[src/hw/rtl/ntc_pkg.sv]
// ----------------------------------------------------------------------------
// ntc_pkg
// Shared types, constants and the float automaton transition table for the
// numeric token classifier.
// ----------------------------------------------------------------------------
package ntc_pkg;

    localparam int VALUE_WIDTH = 32;

    typedef logic [VALUE_WIDTH-1:0] t_value;

    // result kinds
    localparam logic [1:0] KIND_INT    = 2'd0;
    localparam logic [1:0] KIND_FLOAT  = 2'd1;
    localparam logic [1:0] KIND_SYMBOL = 2'd2;

    // character classes seen by the float automaton
    localparam logic [2:0] CLS_SIGN  = 3'd0;
    localparam logic [2:0] CLS_DIGIT = 3'd1;
    localparam logic [2:0] CLS_EXP   = 3'd2;
    localparam logic [2:0] CLS_DOT   = 3'd3;
    localparam logic [2:0] CLS_OTHER = 3'd4;

    // float automaton states
    localparam logic [3:0] FS_START  = 4'd0;
    localparam logic [3:0] FS_DEAD   = 4'd15;
    localparam int         FS_COUNT  = 10;

    localparam logic [3:0] NEXT_SIGN [FS_COUNT] =
        '{4'd1, 4'd15, 4'd15, 4'd15, 4'd15, 4'd15, 4'd15, 4'd8, 4'd15, 4'd15};
    localparam logic [3:0] NEXT_DIGIT [FS_COUNT] =
        '{4'd2, 4'd2, 4'd2, 4'd4, 4'd4, 4'd6, 4'd6, 4'd9, 4'd9, 4'd9};
    localparam logic [3:0] NEXT_EXP [FS_COUNT] =
        '{4'd15, 4'd15, 4'd7, 4'd7, 4'd7, 4'd15, 4'd7, 4'd15, 4'd15, 4'd15};
    localparam logic [3:0] NEXT_DOT [FS_COUNT] =
        '{4'd5, 4'd5, 4'd3, 4'd15, 4'd15, 4'd15, 4'd15, 4'd15, 4'd15, 4'd15};

    typedef struct packed {
        logic [7:0] ch;
        logic       last;
    } t_in_beat;

    typedef struct packed {
        logic [1:0]          kind;
        logic signed [31:0]  int_value;
    } t_out_beat;

    function automatic logic [3:0] float_next(input logic [3:0] st, input logic [2:0] cls);
        logic [3:0] nxt;
        nxt = FS_DEAD;
        if (st < 4'(FS_COUNT)) begin
            case (cls)
                CLS_SIGN:  nxt = NEXT_SIGN[st];
                CLS_DIGIT: nxt = NEXT_DIGIT[st];
                CLS_EXP:   nxt = NEXT_EXP[st];
                CLS_DOT:   nxt = NEXT_DOT[st];
                default:   nxt = FS_DEAD;
            endcase
        end
        return nxt;
    endfunction

endpackage

[src/hw/rtl/ntc_lexer.sv]
// ----------------------------------------------------------------------------
// ntc_lexer
// Per-token state (float automaton, integer recognizer, accumulator) and the
// single-pass logic that steps it by one character and forms the result.
// ----------------------------------------------------------------------------
module ntc_lexer (
    input  logic              i_clk,
    input  logic              i_rst_n,
    input  logic              i_step,
    input  ntc_pkg::t_in_beat i_beat,
    output ntc_pkg::t_out_beat o_result
);

    logic [3:0]      r_fstate, n_fstate;
    logic            r_int_ok, n_int_ok;
    ntc_pkg::t_value r_acc,    n_acc;
    logic            r_neg,    n_neg;
    logic            r_first;
    logic            r_digit,  n_digit;

    logic            is_digit;
    logic            is_sign;
    logic [2:0]      cls;
    ntc_pkg::t_value value;

    always_comb begin
        is_digit = (i_beat.ch >= 8'h30) && (i_beat.ch <= 8'h39);
        is_sign  = (i_beat.ch == 8'h2b) || (i_beat.ch == 8'h2d);

        if (is_sign) begin
            cls = ntc_pkg::CLS_SIGN;
        end else if (is_digit) begin
            cls = ntc_pkg::CLS_DIGIT;
        end else if (i_beat.ch == 8'h65 || i_beat.ch == 8'h45) begin
            cls = ntc_pkg::CLS_EXP;
        end else if (i_beat.ch == 8'h2e) begin
            cls = ntc_pkg::CLS_DOT;
        end else begin
            cls = ntc_pkg::CLS_OTHER;
        end
        n_fstate = ntc_pkg::float_next(r_fstate, cls);

        n_int_ok = r_int_ok;
        n_acc    = r_acc;
        n_neg    = r_neg;
        n_digit  = r_digit;
        if (r_first && is_sign) begin
            n_neg = (i_beat.ch == 8'h2d);
        end else if (is_digit) begin
            // times ten as two shifted adds, digit is the low nibble
            n_acc   = (r_acc << 3) + (r_acc << 1) + ntc_pkg::t_value'(i_beat.ch[3:0]);
            n_digit = 1'b1;
        end else begin
            n_int_ok = 1'b0;
        end

        value = n_neg ? (ntc_pkg::t_value'(0) - n_acc) : n_acc;

        o_result.int_value = '0;
        if (n_int_ok && n_digit) begin
            o_result.kind      = ntc_pkg::KIND_INT;
            o_result.int_value = 32'($signed(value));
        end else if (n_fstate inside {4'd3, 4'd4, 4'd6, 4'd9}) begin
            o_result.kind = ntc_pkg::KIND_FLOAT;
        end else begin
            o_result.kind = ntc_pkg::KIND_SYMBOL;
        end
    end

    always_ff @(posedge i_clk) begin
        if (!i_rst_n) begin
            r_fstate <= ntc_pkg::FS_START;
            r_int_ok <= 1'b1;
            r_acc    <= '0;
            r_neg    <= 1'b0;
            r_first  <= 1'b1;
            r_digit  <= 1'b0;
        end else if (i_step) begin
            if (i_beat.last) begin
                // token done, start clean
                r_fstate <= ntc_pkg::FS_START;
                r_int_ok <= 1'b1;
                r_acc    <= '0;
                r_neg    <= 1'b0;
                r_first  <= 1'b1;
                r_digit  <= 1'b0;
            end else begin
                r_fstate <= n_fstate;
                r_int_ok <= n_int_ok;
                r_acc    <= n_acc;
                r_neg    <= n_neg;
                r_first  <= 1'b0;
                r_digit  <= n_digit;
            end
        end
    end

endmodule

[src/hw/rtl/numeric_token_classifier.sv]
// A result passes the input register, then the result register, once the last
// character of a token is accepted.
// Throughput: one character per cycle, set by the lexer step.
// A full result register that is stalled holds back a last character only.
// Reset (i_rst_n low, synchronous) empties both registers and starts a new token.
// ----------------------------------------------------------------------------
// numeric_token_classifier
// Classes each token as integer, floating constant or symbol and reports the
// wrapped integer value.
// ----------------------------------------------------------------------------
module numeric_token_classifier (
    input  logic               i_clk,
    input  logic               i_rst_n,
    input  logic               i_in_valid,
    output logic               o_in_stall,
    input  ntc_pkg::t_in_beat  i_in_data,
    output logic               o_out_valid,
    input  logic               i_out_stall,
    output ntc_pkg::t_out_beat o_out_data
);

    logic               r_in_valid;
    ntc_pkg::t_in_beat  r_in;
    logic               r_out_valid;
    ntc_pkg::t_out_beat r_out;

    logic               out_free;
    logic               step;
    ntc_pkg::t_out_beat result;

    assign out_free   = !r_out_valid || !i_out_stall;
    assign step       = r_in_valid && (!r_in.last || out_free);
    assign o_in_stall = r_in_valid && !step;

    ntc_lexer u_lexer (
        .i_clk    (i_clk),
        .i_rst_n  (i_rst_n),
        .i_step   (step),
        .i_beat   (r_in),
        .o_result (result)
    );

    always_ff @(posedge i_clk) begin
        if (!i_rst_n) begin
            r_in_valid <= 1'b0;
        end else if (i_in_valid && !o_in_stall) begin
            r_in_valid <= 1'b1;
        end else if (step) begin
            r_in_valid <= 1'b0;
        end
    end

    always_ff @(posedge i_clk) begin
        if (i_in_valid && !o_in_stall) begin
            r_in <= i_in_data;
        end
    end

    always_ff @(posedge i_clk) begin
        if (!i_rst_n) begin
            r_out_valid <= 1'b0;
        end else if (step && r_in.last) begin
            r_out_valid <= 1'b1;
        end else if (!i_out_stall) begin
            r_out_valid <= 1'b0;
        end
    end

    always_ff @(posedge i_clk) begin
        if (step && r_in.last) begin
            r_out <= result;
        end
    end

    assign o_out_valid = r_out_valid;
    assign o_out_data  = r_out;

endmodule

[config.mk]
export PLATFORM = sky130hd
export DESIGN_NAME = numeric_token_classifier
export DESIGN_NICKNAME = d
export VERILOG_FILES = /design/src/hw/rtl/ntc_pkg.sv /design/src/hw/rtl/ntc_lexer.sv /design/src/hw/rtl/numeric_token_classifier.sv
export SDC_FILE = /design/constraint.sdc
export NUM_CORES = 1
export LEC_CHECK = 0
export BUFFER_PORTS_ARGS = -buffer_cell sky130_fd_sc_hd__buf_2
export CORE_ASPECT_RATIO = 1.5
export CORE_MARGIN = 2
export CORE_UTILIZATION = 30
export CTS_BUF_LIST = sky130_fd_sc_hd__clkbuf_2
export DETAILED_ROUTE_END_ITERATION = 12
export SYNTH_ARGS = -nofsm -noshare
export SYNTH_HDL_FRONTEND = slang
export SYNTH_HIERARCHICAL = 1
export SYNTH_SLANG_ARGS = --single-unit
[constraint.sdc]
create_clock -name i_clk -period 8.9 [get_ports i_clk]
set_clock_uncertainty 0.2 [all_clocks]
set_input_delay 0.89 -clock i_clk [delete_from_list [all_inputs] [get_ports i_clk]]
set_output_delay 0.89 -clock i_clk [all_outputs]
set_load 0.02 [all_outputs]
======== Word-level counts from Yosys, hierarchy flattened ========
Memories as Yosys holds them, arrays and structs flattened.
Index checks and enable logic that the tools add are counted.
W data, S select, Z words.
cells by class
  $add $sub $neg .......................... 3
  order comparisons ....................... 4
  equality and inequality tests ........... 13
  mux-type cells .......................... 33
  bitwise logic cells ..................... 1
  reductions and logical operators ........ 19
operators by type and width
  kind                     count
  $mux W32                 4
  $mux W4                  10
  $add A32 B32 Y32         1
  $add A32 B4 Y32          1
  $sub A1 B32 Y32 const A  1
  $eq A8 B6 Y1 const B     3
  $eq A8 B7 Y1 const B     2
  $pmux W4 S4              1
  $mux W1                  13
  $mux W3                  4
  $eq A4 B3 Y1 const B     2
  $ge A8 B6 Y1 const B     1
  $le A8 B6 Y1 const B     1
  $logic_and A1 B1 Y1      7
  $eq A3 B2 Y1 const B     2
  $ge A5 B5 Y1 const B     1
  $logic_not A1 Y1         5
  $not A4 Y5               1
  $eq A4 B2 Y1 const B     1
  $eq A4 B4 Y1 const B     1
  $logic_or A1 B1 Y1       4
  $lt A4 B4 Y1 const B     1
  $reduce_bool A4 Y1       1
  $eq A3 B1 Y1 const B     1
  other kinds (4)          4
storage, ports and cells
  register bits ........................... 85
  bits in read-only memories .............. 256
  input bits .............................. 13
  output and inout port bits .............. 36
  memories ................................ 4
memories
  name              depth  bits a word  rd ports  clocked after memory_dff  wr ports  RTL line       text
  (name not given)  16     4            1         0                         0         ntc_pkg.sv:55  CLS_EXP: nxt = NEXT_EXP[st];
  (name not given)  16     4            1         0                         0         ntc_pkg.sv:56  CLS_DOT: nxt = NEXT_DOT[st];
  (name not given)  16     4            1         0                         0         ntc_pkg.sv:54  CLS_DIGIT: nxt = NEXT_DIGIT[st];
  (name not given)  16     4            1         0                         0         ntc_pkg.sv:53  CLS_SIGN: nxt = NEXT_SIGN[st];

======== Depth between registers and ports, before layout ========
Gate-level depths: netlist of run 1.
  depth after elaboration ................. 11
  depth in mapped cells ................... 16

======== By module ========
Netlist of run 1, hierarchy kept.
modules (own cells, without submodules)
  module                    instances  cells an instance  area each (µm²)  sequential area each (µm²)
  ntc_lexer                 1          750                5481.5           800.8
  numeric_token_classifier  1          54                 1386.3           1331.3

======== Least setup slack after synthesis of run 1 ========
No wires, ideal clock.
  path type ............................... register to register
  start point ............................. register r_in[2] (netlist bit)
  end point ............................... register r_out (netlist bit o_out_data[26]) (data pin)
  arrival time ............................ 3.955 ns
  setup slack ............................. 4.479 ns
  stages on the path, launching flop included .. 17
  cell sequence ........................... edfxtp_1 > buf_6 > o21a_1 > nor2_1 > clkbuf_1 > buf_1 > clkbuf_1 > nor2_1 > a21oi_1 > ha_1 > o21ai_1 > or3_1 > o31a_1 > nor4_4 > a41oi_1 > xor2_1 > nor2_1
on the way
  word-level cells in the longest chain between the ends .. 6
  elaborated cells between the ends (all ways) .. 18
  classes of those cells .................. add/sub (2); order compare (2); eq/ne (2); mux (8); reduce/logical (4)
RTL lines
  item                                                     RTL line                        text
  start: declaration                                       numeric_token_classifier.sv:23  ntc_pkg::t_in_beat r_in;
  start signal: assignment                                 numeric_token_classifier.sv:55  r_in <= i_in_data;
  branches (longest 6 deep; another with $add A32 B4 Y32)  -
  end signal: assignment                                   numeric_token_classifier.sv:71  r_out <= result;
  end: declaration                                         numeric_token_classifier.sv:25  ntc_pkg::t_out_beat r_out;
Several ways; the timed one is not identified.
A chain may end at the register's enable or synchronous reset.

======== Worst setup path after layout of run 1 ========
  start point ............................. register r_in[4] (netlist bit)
  end point ............................... register r_out (netlist bit o_out_data[31]) (data pin)
The elaborated chain is that of the path after synthesis.

==> flow_summary_export.csv, run 1 <==
group,metric,value,unit
outcome,outcome,"completed",
yosys,synth.avg_cell_area,8.54,um^2
power_and_ir_drop,power.leakage,0.00286,uW
hold_path,holdCritPathClass,"in -> reg",
power_and_ir_drop,powerDensity,97.8,nW/um^2
job,maxCapViolations,0,
sta,drv_slew,0,
yosys,synth_warnings,6,
die,core,22400,um^2
hold_path,hold_depth,1,
setup_path,crit_required,9.07,ns
routing,drtIter0Drc,451,
placement,place.gp.congestion,0.880,
routing,final_antenna_net_count,0,
die,die_y,189,um
clock_network,cts_buffers,9,
yosys,ys_ff_latch,85,
yosys,synth_flop_cell,"edfxtp_1",
routing,drt_wl_total,18900,um
sta,relSlewSlack,19.2,%
sta,worstMarginPinSlew,1.21,ns
clock_network,path_clk_slew,0.27,ns
yosys,synth_top_area_cell,"edfxtp_1",
grt,grt_pass1_vias,5986,
yosys,synth-async-reset-ratio,0,%
grt,overflow,0,
grt,grt_max_degree,48,
setup_path,worstRegToRegCells,14,
cells_and_area,drive_gt1_share,10.5,%
setup_path,crit_fanout,5,
setup_path,worst_ep_arrival_time,5.12,ns
setup_path,crit_type,"reg -> reg",
sta,final.setup.tns,0,ns
cells_and_area,areaGrowthSynthToFinish,8.85,%
clock_network,cts_max_level,3,
cells_and_area,final_nets,904,
yosys,synthDominantCellAreaShare,18.8,%
yosys,ys_types,73,
clock_network,postCtsSetupRepairBufs,0,
sta,setup_viol,0,
die,die_area,24100,um^2
power_and_ir_drop,pwr-share-comb,7.5,%
grt,track_usage,15.7,%
clock_network,hold_buffers,0,
sta,fin_crit_sh,55.6,%
cells_and_area,stdcell_count,1109,
power_and_ir_drop,pwr-share-seq,58.2,%
power_and_ir_drop,switchingPower,198,uW
clock_network,tritoncts,"done",
setup_path,cp-end-kind,"flip-flop",
cells_and_area,layout_common_cells,"89 x nor2_1, 65 x a21oi_1, 62 x ha_1",
cells_and_area,seqCellArea,2130,um^2
routing,drt-vias-per-instance,5.51,
power_and_ir_drop,ir_worst_vdd,0.0665,mV
cells_and_area,fillers,2340,
cells_and_area,final_common_cell,"nor2_1",
die,initial_core_util,30.7,%
routing,dr.pass1.iters,5,
yosys,mappedNetlistArea,6870,um^2
die,fp.dieW,128,um
clock_network,cts_buffer_depth,2,
yosys,postSynthCellCount,804,
power_and_ir_drop,p_int,533,uW
setup_path,worst_setup_path_start_kind,"flip-flop",
placement,io_buffers,48,
yosys,ys_seq_area_share,31.0,%
routing,drc,0,
routing,vias,6110,
yosys,synth-edff-count,43,
placement,dp.final_hpwl,14000,um
placement,place_inst,1092,
power_and_ir_drop,swShare,27.1,%
grt,grt_pass1_wl,30400,um
clock_network,root_buffer,"clkbuf_2",
sta,max_freq,202,MHz
die,row_count,67,
routing,drt-wirelength-per-cell,17.1,um
sta,min_period,4.94,ns
die,boundaryPins,49,
clock_network,clock_latency,0.60,ns
yosys,synth_nets,881,
sta,rsz0062_at_grt,"no",
cells_and_area,multi_input_area,4490,um^2
grt,antenna_found_initial,1,
sta,hold_viol,0,
yosys,synth_area_leaders,"edfxtp_1 19%, dfxtp_1 12%, ha_1 11%",
clock_network,clkSinkCount,85,
power_and_ir_drop,clkPwrFrac,34.2,%
clock_network,cts_resized,0,
## flip-flops by register name, summed over array words and instances (netlist names)
name and cells:
o_out_data 34, u_lexer/r_acc 32, r_in 9, u_lexer/r_fstate 4, o_out_valid 1, r_in_valid 1
u_lexer/r_digit 1, u_lexer/r_first 1, u_lexer/r_int_ok 1, u_lexer/r_neg 1
## power by group through the flow
stage	clock network (uW)	logic, uW	registers, uW
floorplan	0	33.9	436
global placement	0	55.0	433
detailed placement	0	55.1	434
CTS	255	55.2	426
global route	269	60.1	427
finish	250	55.1	426
## metal layers
layer | global-route usage [%] | up-vias | share of wire (%)
met5 | 0 | - | 0
met4 | 7.73 | 0 | 4.2
met3 | 1.13 | 43 | 3.4
met2 | 29.6 | 150 | 52
met1 | 17.5 | 2893 | 40
li1 | - | 3024 | -
## Yosys cell counts, types with 4 or more instances
| master | instances |
|---|---|
| a211oi_1 | 7 |
| a22oi_1 | 9 |
| o2bb2ai_1 | 4 |
| a211o_1 | 4 |
| a41oi_1 | 4 |
| nand4_1 | 12 |
| inv_1 | 22 |
| nor2_1 | 90 |
| buf_6 | 4 |
| clkbuf_1 | 29 |
| and3_1 | 9 |
| o31ai_1 | 10 |
| buf_1 | 5 |
| nand2b_1 | 10 |
| o21a_1 | 17 |
| or3_1 | 10 |
| nor3_1 | 21 |
| a22o_1 | 4 |
| nand2_1 | 60 |
| a31oi_1 | 10 |
| a21o_1 | 6 |
| and2_1 | 16 |
| o21ai_0 | 37 |
| a21boi_0 | 5 |
| nor2b_1 | 28 |
| o31a_1 | 6 |
| dfxtp_1 | 42 |
| o211ai_1 | 9 |
| nand3_1 | 14 |
| edfxtp_1 | 43 |
| a21oi_1 | 66 |
| o41ai_1 | 4 |
| nor4_1 | 8 |
| xnor2_1 | 26 |
| o21ai_1 | 4 |
| xor2_1 | 18 |
| ha_1 | 62 |
| mux2i_1 | 16 |
## through the flow
step	hold slack, ns	area [um^2]	total power, uW	util, %	setup WS (ns)
final	0.238	7480	731	33.4	3.96
after floorplan	0.232	6870	470	-	4.48
after detailed placement	0.266	7330	489	32.7	4.05
after CTS	0.222	7470	736	33.4	3.96
after global routing	0.207	7480	756	33.4	3.67
after global placement	0.256	7330	488	32.7	4.12
## area by class of cell
type,instances,share of cell area (%)
Multi-Input combinational cell,656,60.0
Antenna cell,1,0.0335
Sequential cell,85,28.5
Inverter,22,1.10
Clock buffer,9,0.603
Timing Repair Buffer,53,3.72
Clock inverter,7,1.37
Tap cell,276,4.62
## final timing paths
check                                                   start                       endpoint  slack (ns)
worst max-delay path                        r_in[4]$_DFFE_PP_       o_out_data[31]$_DFFE_PP_        3.96
worst max register to register              r_in[4]$_DFFE_PP_       o_out_data[31]$_DFFE_PP_        3.96
worst min register to register  u_lexer/r_int_ok$_SDFFE_PN1P_  u_lexer/r_int_ok$_SDFFE_PN1P_        0.29
worst min-delay path                             i_in_data[0]              r_in[0]$_DFFE_PP_        0.24
## worst max-delay path, cell delays in order (launching register included)
cell	delay [ns]
edfxtp_1	0.49
inv_1	0.09
fa_1	0.59
inv_1	0.06
ha_1	0.27
a211oi_1	0.11
o21ai_1	0.46
a21oi_1	0.20
o41ai_1	0.73
nor2_1	0.11
xnor2_1	0.19
o31ai_1	0.61
and4_1	0.35
a31oi_1	0.11
mux2i_1	0.16
## kinds of logic after synthesis
family | Yosys count | share of synthesized area (%)
compound gates | 234 | 22.9
simple gates | 297 | 22.1
mux | 17 | 2.50
flops | 85 | 31.0
buf+inv | 63 | 3.94
xor+xnor | 44 | 5.61
fa+ha+maj | 64 | 11.9
No activity file was read; power rests on OpenSTA's default activity.
==> run 2: changes to the inputs <==
==> constraint.sdc (replaced) <==
create_clock -name i_clk -period 5 [get_ports i_clk]
set_clock_uncertainty 0.2 [all_clocks]
set_input_delay 0.5 -clock i_clk [delete_from_list [all_inputs] [get_ports i_clk]]
set_output_delay 0.5 -clock i_clk [all_outputs]
set_load 0.02 [all_outputs]
==> flow_summary_export.csv, run 2 (synthesized netlist as in run 1, its figures left out) <==
group,metric,value,unit
clock_network,cts_buffer_depth,2,
clock_network,cts_buffers,9,
die,core,22400,um^2
routing,dr.pass1.iters,5,
die,die_y,189,um
cells_and_area,final_nets,922,
setup_path,crit_required,5.16,ns
routing,drt-wirelength-per-cell,17.4,um
placement,place_inst,1099,
cells_and_area,multi_input_area,4490,um^2
routing,drc,0,
cells_and_area,final_common_cell,"nor2_1",
clock_network,clock_latency,0.58,ns
routing,drtIter0Drc,381,
clock_network,cts_max_level,3,
sta,hold_ws,0.291,ns
placement,place.gp.congestion,0.933,
grt,grt_pass1_vias,6180,
die,die_area,24100,um^2
sta,hold_viol,0,
cells_and_area,fillers,2356,
hold_path,min_from,"i_rst_n",
grt,antenna_found_initial,1,
sta,fin_crit_sh,93.1,%
power_and_ir_drop,powerDensity,159,nW/um^2
sta,final.setup.tns,0,ns
sta,relSlewSlack,13.5,%
clock_network,clkSinkCount,85,
power_and_ir_drop,ir_worst_vdd,0.0771,mV
placement,dp_slack,0.343,ns
sta,rsz0062_at_grt,"no",
cells_and_area,drive_gt1_share,11.2,%
placement,dp.final_hpwl,14500,um
sta,setup_viol,0,
setup_path,timing.rr.start,"r_in[4]$_DFFE_PP_",
die,boundaryPins,49,
setup_path,worst_ep_arrival_time,4.82,ns
cells_and_area,layout_common_cells,"89 x nor2_1, 65 x a21oi_1, 62 x ha_1",
job,maxCapViolations,0,
power_and_ir_drop,power.leakage,0.00292,uW
outcome,outcome,"completed",
setup_path,worstRegToRegCells,14,
clock_network,tritoncts,"done",
grt,grt_max_degree,41,
setup_path,crit_type,"reg -> reg",
grt,track_usage,16.4,%
setup_path,worst_setup_path_start_kind,"flip-flop",
hold_path,hold_depth,2,
die,initial_core_util,30.7,%
routing,final_antenna_net_count,0,
cells_and_area,largest_reg_flops,34,
cells_and_area,areaGrowthSynthToFinish,10.6,%
clock_network,root_buffer,"clkbuf_2",
grt,grt_pass1_wl,31500,um
routing,vias,6223,
routing,drt_wl_total,19600,um
placement,io_buffers,48,
routing,drt-vias-per-instance,5.52,
die,fp.dieW,128,um
clock_network,postCtsSetupRepairBufs,0,
die,row_count,67,
setup_path,crit_fanout,6,
sta,worstMarginPinSlew,1.30,ns
setup_path,cp-startpoint,"r_in[4]$_DFFE_PP_",
sta,drv_slew,0,
setup_path,cp-end-kind,"flip-flop",
clock_network,path_clk_slew,0.26,ns
cells_and_area,seqCellArea,2130,um^2
hold_path,holdCritPathClass,"in -> reg",
sta,setup_slack,0.345,ns
cells_and_area,stdcell_count,1127,
grt,overflow,0,
sta,max_freq,215,MHz
sta,min_period,4.65,ns
-- run 2: stage by stage --
step	cell area, um^2	total power (uW)	utilization, %
finish	7590	1210	33.9
global placement	7380	871	33.0
CTS	7590	1220	33.9
global route	7590	1260	33.9
detailed placement	7380	872	33.0
floorplan	6870	836	-
-- run 2: layer usage --
| metal | share of wire, % | vias up | track usage [%] |
|---|---|---|---|
| met5 | 0 | - | 0 |
| met4 | 3.8 | 0 | 7.65 |
| met3 | 2.6 | 42 | 1.22 |
| met2 | 54 | 140 | 31.4 |
| met1 | 40 | 2975 | 17.9 |
| li1 | - | 3066 | - |
-- run 2: timing repair --
action                     CTS  global route
hold endpoints to repair    11             0
hold buffers                11             0
resized for setup            0             1
setup endpoints to repair    0             2
-- run 2: final cells by class --
cell class	count	share of cell area (%)
Antenna cell	1	0.0330
Clock buffer	10	0.659
Clock inverter	6	0.626
Inverter	22	1.09
Multi-Input combinational cell	656	59.2
Sequential cell	85	28.1
Tap cell	276	4.55
Timing Repair Buffer	71	5.80
-- run 2: power by group --
part           switching, uW  leakage [uW]  total (uW)  internal, uW
Combinational           68.4       0.00210         107          38.3
Clock                    269     0.0000629         341          72.4
Sequential              12.3      0.000751         758           746
-- run 2: worst max-delay path, stage by stage, from the launching register on --
cell and delay, ns:
edfxtp_1 0.48, inv_1 0.08, fa_1 0.59, inv_1 0.06, ha_1 0.28, a211oi_1 0.48
o21a_1 0.24, a211o_1 0.17, mux2_2 0.36, a211oi_4 0.32, nand4b_4 0.21, nor4_4 0.39
and4_1 0.30, a31oi_1 0.11, mux2i_1 0.16
-- run 2: worst paths after layout --
kind	slack, ns	to
hold / removal	0.29	r_in_valid$_SDFFE_PN0P_
setup / recovery	0.35	o_out_data[31]$_DFFE_PP_
setup reg to reg	0.35	o_out_data[31]$_DFFE_PP_
hold reg to reg	0.30	u_lexer/r_int_ok$_SDFFE_PN1P_
==> run 3: changes to the inputs <==
==> constraint.sdc (replaced) <==
create_clock -name i_clk -period 5.8 [get_ports i_clk]
set_clock_uncertainty 0.2 [all_clocks]
set_input_delay 0.58 -clock i_clk [delete_from_list [all_inputs] [get_ports i_clk]]
set_output_delay 0.58 -clock i_clk [all_outputs]
set_load 0.02 [all_outputs]
==> flow_summary_export.csv, run 3 (synthesized netlist as in run 1, its figures left out) <==
group,metric,value,unit
sta,rsz0062_at_grt,"no",
routing,final_antenna_net_count,0,
clock_network,cts_max_level,3,
cells_and_area,areaGrowthSynthToFinish,9.98,%
clock_network,path_clk_slew,0.26,ns
routing,drt-wirelength-per-cell,17.3,um
power_and_ir_drop,pwr-share-seq,60.7,%
power_and_ir_drop,powerDensity,142,nW/um^2
grt,use_met2,30.8,%
sta,relSlewSlack,15.3,%
power_and_ir_drop,p_int,775,uW
sta,fin_crit_sh,84.8,%
clock_network,clock_latency,0.61,ns
sta,final.setup.tns,0,ns
routing,drtIter0Drc,412,
cells_and_area,drive_gt1_share,10.3,%
power_and_ir_drop,design_power_total,1080,uW
placement,io_buffers,48,
die,core,22400,um^2
power_and_ir_drop,switchingPower,300,uW
setup_path,ff2ff_setup_slack,0.88,ns
routing,drt-vias-per-instance,5.49,
setup_path,worst_setup_path_start_kind,"flip-flop",
power_and_ir_drop,swShare,27.9,%
clock_network,root_buffer,"clkbuf_2",
sta,setup_viol,0,
die,die_area,24100,um^2
cells_and_area,seqCellArea,2130,um^2
cells_and_area,multi_input_area,4490,um^2
grt,grt-busiest-layer,"met2",
clock_network,cts_buffers,9,
setup_path,crit_required,6.00,ns
cells_and_area,largest_reg_flops,34,
sta,drv_slew,0,
placement,place.gp.congestion,0.903,
cells_and_area,final_nets,915,
hold_path,holdCritPathClass,"in -> reg",
grt,antenna_found_initial,1,
clock_network,clkSinkCount,85,
grt,grt_pass1_vias,6250,
sta,min_period,4.92,ns
power_and_ir_drop,pwr-share-comb,8.4,%
grt,gr-usage-met1,18.1,%
clock_network,cts_buffer_depth,2,
job,maxCapViolations,0,
routing,dr.pass1.iters,5,
placement,dp.final_hpwl,14300,um
setup_path,reg2reg_to,"o_out_data[31]$_DFFE_PP_",
grt,grt_pass1_wl,31800,um
setup_path,worst_ep_arrival_time,5.12,ns
setup_path,crit_type,"reg -> reg",
cells_and_area,final_common_cell,"nor2_1",
grt,grtUsageMet3,1.30,%
die,boundaryPins,49,
power_and_ir_drop,power.leakage,0.00289,uW
die,die_y,189,um
routing,vias,6148,
grt,overflow,0,
routing,drt_wl_total,19400,um
sta,worstMarginPinSlew,1.27,ns
routing,drc,0,
power_and_ir_drop,ir_worst_vdd,0.0773,mV
setup_path,cp-end-kind,"flip-flop",
cells_and_area,layout_common_cells,"89 x nor2_1, 65 x a21oi_1, 62 x ha_1",
die,row_count,67,
sta,setup_slack,0.883,ns
cells_and_area,fillers,2345,
setup_path,crit_fanout,5,
sta,hold_viol,0,
grt,grt_max_degree,41,
clock_network,tritoncts,"done",
setup_path,cp-startpoint,"r_in[4]$_DFFE_PP_",
setup_path,timing.rr.start,"r_in[4]$_DFFE_PP_",
sta,hold_ws,0.0414,ns
placement,dp_slack,0.955,ns
outcome,outcome,"completed",
setup_path,worstRegToRegCells,14,
setup_path,cp-endpoint,"o_out_data[31]$_DFFE_PP_",
clock_network,postCtsSetupRepairBufs,0,
die,fp.dieW,128,um
power_and_ir_drop,clkPwrFrac,30.8,%
die,initial_core_util,30.7,%
sta,max_freq,203,MHz
grt,track_usage,16.4,%
-- run 3: worst max-delay path, stage by stage (launching register included) --
cell and delay, ns:
edfxtp_1 0.47, inv_1 0.08, fa_1 0.59, inv_1 0.06, ha_1 0.27, a211oi_1 0.11
o21ai_1 0.49, a21oi_1 0.20, o41ai_1 0.75, nor2_1 0.11, xnor2_1 0.18, o31ai_1 0.57
and4_1 0.36, a31oi_1 0.11, mux2i_1 0.16
-- run 3: final cells by class --
type	instances	share of cell area [%]
Clock inverter	7	0.961
Sequential cell	85	28.2
Tap cell	276	4.57
Inverter	22	1.09
Timing Repair Buffer	64	5.10
Antenna cell	1	0.0331
Clock buffer	9	0.596
Multi-Input combinational cell	656	59.4
-- run 3: what timing repair did --
action / 4_1_cts / 5_1_grt
resized for setup: 0 / 0
hold buffers: 10 / 0
hold endpoints to repair: 10 / 0
-- run 3: worst min path at each step --
stage / startpoint / slack, ns / cells after the start / to
finish: i_out_stall / 0.04 / 3 / o_out_valid$_SDFFE_PN0P_
CTS: i_out_stall / 0.05 / 3 / o_out_valid$_SDFFE_PN0P_
global placement: u_lexer/r_int_ok$_SDFFE_PN1P_ / 0.25 / 2 / u_lexer/r_int_ok$_SDFFE_PN1P_
detailed placement: u_lexer/r_int_ok$_SDFFE_PN1P_ / 0.27 / 2 / u_lexer/r_int_ok$_SDFFE_PN1P_
global route: i_out_stall / 0.04 / 3 / o_out_valid$_SDFFE_PN0P_
floorplan: u_lexer/r_int_ok$_SDFFE_PN1P_ / 0.23 / 2 / u_lexer/r_int_ok$_SDFFE_PN1P_
-- run 3: routing by layer --
layer | vias up | routed length (um)
li1 | 3050 | -
met1 | 2925 | 7860
met2 | 123 | 10200
met3 | 50 | 488
met4 | 0 | 910
met5 | - | 0
-- run 3: power by group through the flow --
stage          clock (uW)  sequential [uW]  combinational (uW)
2_1_floorplan           0              669                52.0
4_1_cts               335              653                90.8
5_1_grt               360              656                98.6
3_3_place_gp            0              665                84.9
6_report              332              653                90.7
3_5_place_dp            0              665                85.4
-- run 3: through the flow --
| stage | cells | instance area (um^2) | utilization, % |
|---|---|---|---|
| floorplan | 804 | 6870 | - |
| global placement | 1093 | 7330 | 32.8 |
| detailed placement | 1093 | 7330 | 32.8 |
| CTS | 1119 | 7550 | 33.7 |
| global route | 1120 | 7550 | 33.7 |
| finish | 1120 | 7550 | 33.7 |
